==> config.mk <==
export PLATFORM = sky130hd
export DESIGN_NAME = bhtdh_ctrl
export DESIGN_NICKNAME = d
export VERILOG_FILES = /design/src/hdl/bhtdh_pkg.sv /design/src/hdl/bhtdh_ctrl.sv
export SDC_FILE = /design/constraint.sdc
export NUM_CORES = 1
export LEC_CHECK = 0
export BUFFER_PORTS_ARGS = -buffer_cell sky130_fd_sc_hd__buf_4
export CORE_AREA = 2 2 39 41
export CTS_CLUSTER_DIAMETER = 100
export DETAILED_ROUTE_END_ITERATION = 6
export DIE_AREA = 0 0 41 43
export GPL_TIMING_DRIVEN = 0
export REMOVE_ABC_BUFFERS = 1
export SLEW_MARGIN = 15
export SYNTH_ARGS = -nofsm -noshare
export SYNTH_HDL_FRONTEND = slang
export SYNTH_SLANG_ARGS = --single-unit
==> constraint.sdc <==
create_clock -name clk_i -period 1.9 [get_ports clk_i]
set_clock_uncertainty 0.1 [all_clocks]
set_input_delay 0.38 -clock clk_i [delete_from_list [all_inputs] [get_ports clk_i]]
set_output_delay 0.38 -clock clk_i [all_outputs]
set_load 0.02 [all_outputs]
==> src/hdl/bhtdh_pkg.sv <==
`timescale 1ns / 1ps

package bhtdh_pkg;

  localparam int unsigned REQ_TYPE_W = 2;
  localparam int unsigned KEY_W      = 16;
  localparam int unsigned VALUE_W    = 32;
  localparam int unsigned SLOT_W     = 7;
  localparam int unsigned COUNT_W    = 8;

  typedef enum logic [REQ_TYPE_W-1:0] {
    REQ_INSERT = 2'd0,
    REQ_SEARCH = 2'd1,
    REQ_DELETE = 2'd2
  } req_type_e;

  typedef struct packed {
    logic               valid;
    logic [KEY_W-1:0]   key;
    logic [VALUE_W-1:0] value;
  } entry_t;

  typedef struct packed {
    logic clear;
    logic load;
    logic hash_mul;
    logic hash_sub;
    logic hash_addr;
    logic probe;
    logic commit;
  } cmd_t;

  typedef struct packed {
    logic clear_last;
    logic lookup;
    logic probe_done;
    logic out_free;
  } sts_t;

endpackage

==> src/hdl/bhtdh_ctrl.sv <==
`timescale 1ns / 1ps

module bhtdh_ctrl (
  input  logic              clk_i,
  input  logic              rst_ni,
  input  logic              req_valid_i,
  output logic              req_ready_o,
  input  bhtdh_pkg::sts_t   sts_i,
  output bhtdh_pkg::cmd_t   cmd_o
);

  typedef enum logic [6:0] {
    S_CLEAR     = 7'b0000001,
    S_IDLE      = 7'b0000010,
    S_HASH_MUL  = 7'b0000100,
    S_HASH_SUB  = 7'b0001000,
    S_HASH_ADDR = 7'b0010000,
    S_PROBE     = 7'b0100000,
    S_FINISH    = 7'b1000000
  } state_e;

  state_e state_q, state_d;

  always_comb begin
    state_d     = state_q;
    cmd_o       = '0;
    req_ready_o = 1'b0;
    unique case (state_q)
      S_CLEAR: begin
        cmd_o.clear = 1'b1;
        if (sts_i.clear_last) begin
          state_d = S_IDLE;
        end
      end
      S_IDLE: begin
        req_ready_o = 1'b1;
        if (req_valid_i) begin
          cmd_o.load = 1'b1;
          state_d    = sts_i.lookup ? S_HASH_MUL : S_FINISH;
        end
      end
      S_HASH_MUL: begin
        cmd_o.hash_mul = 1'b1;
        state_d        = S_HASH_SUB;
      end
      S_HASH_SUB: begin
        cmd_o.hash_sub = 1'b1;
        state_d        = S_HASH_ADDR;
      end
      S_HASH_ADDR: begin
        cmd_o.hash_addr = 1'b1;
        state_d         = S_PROBE;
      end
      S_PROBE: begin
        cmd_o.probe = 1'b1;
        if (sts_i.probe_done) begin
          state_d = S_FINISH;
        end
      end
      S_FINISH: begin
        if (sts_i.out_free) begin
          cmd_o.commit = 1'b1;
          state_d      = S_IDLE;
        end
      end
      default: begin
        state_d = S_CLEAR;
      end
    endcase
  end

  always_ff @(posedge clk_i or negedge rst_ni) begin
    if (!rst_ni) begin
      state_q <= S_CLEAR;
    end else begin
      state_q <= state_d;
    end
  end

`ifndef SYNTHESIS
  a_one_in_flight: assert property (@(posedge clk_i) disable iff (!rst_ni)
    cmd_o.load |=> !req_ready_o)
    else $error("A second request was offered acceptance while one is in flight.");

  a_finish_holds: assert property (@(posedge clk_i) disable iff (!rst_ni)
    (state_q == S_FINISH && !sts_i.out_free) |=> state_q == S_FINISH)
    else $error("A result was dropped while the output register was full.");

  a_probe_holds: assert property (@(posedge clk_i) disable iff (!rst_ni)
    (state_q == S_PROBE && !sts_i.probe_done) |=> state_q == S_PROBE)
    else $error("The probe ended before a hit or the last slot.");
`endif

endmodule

# == Word level (Yosys, flattened, before mapping) ==
# Cells that the tools add are included.
# classes
reduce_logical,1
n_eq_ne,11
mux,16
# op_table
op,n
7-bit case mux with 7 select lines,1
7-bit two-way mux,5
1-bit two-way mux,10
"2-bit inequality test, second input constant",4
"7-bit by 1-bit == test with 1-bit output, second input constant",1
"7-bit by 2-bit == test with 1-bit output, second input constant",1
"7-bit by 3-bit == test with 1-bit output, second input constant",1
"7-bit by 4-bit == test with 1-bit output, second input constant",1
"7-bit by 5-bit == test with 1-bit output, second input constant",1
"7-bit by 6-bit == test with 1-bit output, second input constant",1
"7-bit == test, second input constant",1
4-bit AND reduction,1
# totals
in_bits,7
word_cells,29
output_inout_bits,8
ff_bits,7

# == Logic depth before layout (Yosys ltp) ==
# depth
word_depth,3
depth_mapped,5
depth_no_buf,4

# == Worst setup path before layout ==
# No wires, ideal clock.
# synth_timing
path_kind,register -> output
startpoint,reg state_q[4]
endpoint,out cmd_o[5] in the netlist's numbering
required_ns,1.420
stages_incl_launch_ff,4
arrival_ns,1.552
setup_slack_ns,-0.132
path_buffers,0
path_cell_list,dfrtp_1 -> nor4_2 -> or3b_1 -> nor2_1
# synth_rtl
item,line,source
start: declaration,bhtdh_ctrl.sv:22,"state_e state_q, state_d;"
start signal: assignment,bhtdh_ctrl.sv:76,state_q <= state_d;
end: declaration,bhtdh_ctrl.sv:9,output bhtdh_pkg::cmd_t cmd_o

==> metrics.csv <==
metric,value,unit
placed_cell_area,574.3,um2
dieArea,1763,um2
hold_ws,253.6,ps
pwr_density_cell,1189,nW/um2
largest_reg_flops,7,
critPathRequiredTime,1420,ps
layout_setup_ws,-290.7,ps
initial_utilization,0.3282,
status,finished with violations,
floorplan.core_area,1384,um2
crit_path_max_fanout,4,
synth_cell_types,29,
critPathCaptureType,primary output,
routed_wirelength,1.331,mm
final_common_cell,buf_4,
hold_viol_final,0,
switchingPower,346.8,uW
place_inst,78,
clkPwrFrac,0.130,
start_kind,flop,
worstPathArrival,1710,ps
synthArstFlopShare,1.000,
clk_latency,240,ps
ir_drop,0.6009,mV
grt_max_degree,8,
tightest_slew,320.3,ps
post-place-ws,-222.8,ps
cts.sinks,7,
track_usage,0.1778,
syn_area,454.2,um2
avgViaCountPerCell,5.081,
grt_pass1_vias,499,
cts_made_buffers,3,
drive_gt1_frac,0.5904,
dp_hpwl,752.5,um
routabilityCongestion,0.6681,
clock_path_buffers,2,
yosysSeqAreaShare,0.3884,
antenna_found_initial,0,
drv_cap,0,
largest-register,state_q,
first_iter_violations,2,
max_clock_freq,456.5,MHz
die_w,41,um
grt.overflow.total,0,
numPortBuffers,14,
swShare,0.3603,
hp-class,in -> reg,
final_cell_mix,"buf_4 (27), nor2_1 (6), nand2b_1 (5)",
firstDrtPassIters,4,
final_area,809.5,um2
stdcell_count,99,
route.detailed.drc,0,
pwr-share-comb,0.649,
num_rows,14,
p_int,615.7,uW
nNetsFinal,91,
fp.dieH,43,um
ys.flop_type,dfrtp_1,
vias,503,
crit_type,reg -> out,
ys_seq_elements,7,
wire_per_inst,13.44,um
seq_power_share,0.221,
min_period,2191,ps
p_leak,0.0003608,uW
clk_pin_slew,50,ps
yosys_warnings,0,
htree_levels,1,
diodes,0,
synth_cells,49,
fin_crit_sh,1.153,
relSlewSlack,0.7865,
root_buffer,clkbuf_4,
final.fill_count,119,
cts_tree,done,
violations,setup timing,
finalSetupViolCount,7,
rsz0062_at_grt,yes,
grt_pass1_wl,2.049,mm
final_antenna_net_count,0,
synth_edf_count,0,
syn_avg_cell_area,9.269,um2
drv_slew,0,
layout-area-overhead-vs-synth,78.24,%
num_io_pins,15,
reg_top3,state_q x7,
-- synthesized netlist by cell type, drive strengths merged, types with 2 or more instances --
cell type	n	area [um2]
inv	2	7.500
nor2	7	26.28
dfrtp	6	150.1
o22a	2	17.52
nand2b	5	31.28
or3	2	17.52
o22ai	2	25.02
nor4	3	25.02
nor3	3	15.01
-- worst paths after layout --
| check | to | slack, ps | cells after the start | from |
|---|---|---|---|---|
| max reg2reg | state_q[6]$_DFFE_PN0P_ | 100 | 5 | state_q[3]$_DFFE_PN0P_ |
| min | state_q[1]$_DFFE_PN0P_ | 250 | 2 | req_valid_i |
| max in group asynchronous | state_q[0]$_DFFE_PN1P_ | 1110 | 2 | rst_ni |
| min in group asynchronous | state_q[4]$_DFFE_PN0P_ | 390 | 2 | rst_ni |
| min reg2reg | state_q[1]$_DFFE_PN0P_ | 520 | 2 | state_q[1]$_DFFE_PN0P_ |
| max | cmd_o[5] | -290 | 5 | state_q[1]$_DFFE_PN0P_ |
-- logic make-up (layout without fill, tap and decap cells) --
| family | Yosys count | count (layout) | share of synthesized area |
|---|---|---|---|
| xor gates and xnor gates | 2 | 2 | 0.03857 |
| buffers and inverters | 3 | 37 | 0.02752 |
| AOI/OAI and AO/OA | 10 | 10 | 0.1956 |
| DFF | 7 | 7 | 0.3884 |
| and+or+nand+nor | 27 | 27 | 0.3499 |
-- power groups by stage --
stage | Sequential (uW) | Clock [uW] | Combinational, uW
floorplan | 216 | 0 | 262
global placement | 223 | 0 | 356
detailed placement | 223 | 0 | 356
CTS | 208 | 134 | 607
global route | 216 | 142 | 672
finish | 212 | 125 | 625
-- timing repair --
action                                  4_1_cts  5_1_grt
cloned                                        0        0
endpoints found under the setup margin        8        8
gates resized for setup                      14        5
pin swaps                                     8        3
hold buffers                                  1        0
hold endpoints to repair                      6        0
buffers inserted                             15        3
-- final cells by class --
class                      instances  area (um2)  share of cell area
timing repair buffer              31       246.5              0.3045
clock buffer                       4       26.28             0.03246
sequential                         7       180.2              0.2226
tap                               16       20.02             0.02473
inverter                           2       7.507            0.009274
multi-input combinational         39       329.1              0.4065
-- through the flow --
step | setup TNS [ps] | power, uW | util
finish | -1250 | 962.6 | 0.5850
global route | -1830 | 1029 | 0.5850
CTS | -1299 | 949.2 | 0.5678
detailed placement | -452.9 | 579.0 | 0.4150
global placement | -465.5 | 579.2 | 0.4150
floorplan | -350.4 | 478.1 | -
-- worst max-delay path, cell delays in order (launching register included) --
cell and delay (ps):
dfrtp_1 380, or3_4 370, or3_4 370, o22ai_4 140, nor2_1 60, buf_4 150
-- layer usage --
metal | vias up | GRT usage | part of all wire
met3 | 2 | 0.01571 | 0.027
li1 | 252 | - | -
met5 | - | 0 | 0
met1 | 242 | 0.2007 | 0.43
met4 | 0 | 0.1000 | 0.011
met2 | 7 | 0.3031 | 0.54
(Power assumes the default switching activity.)
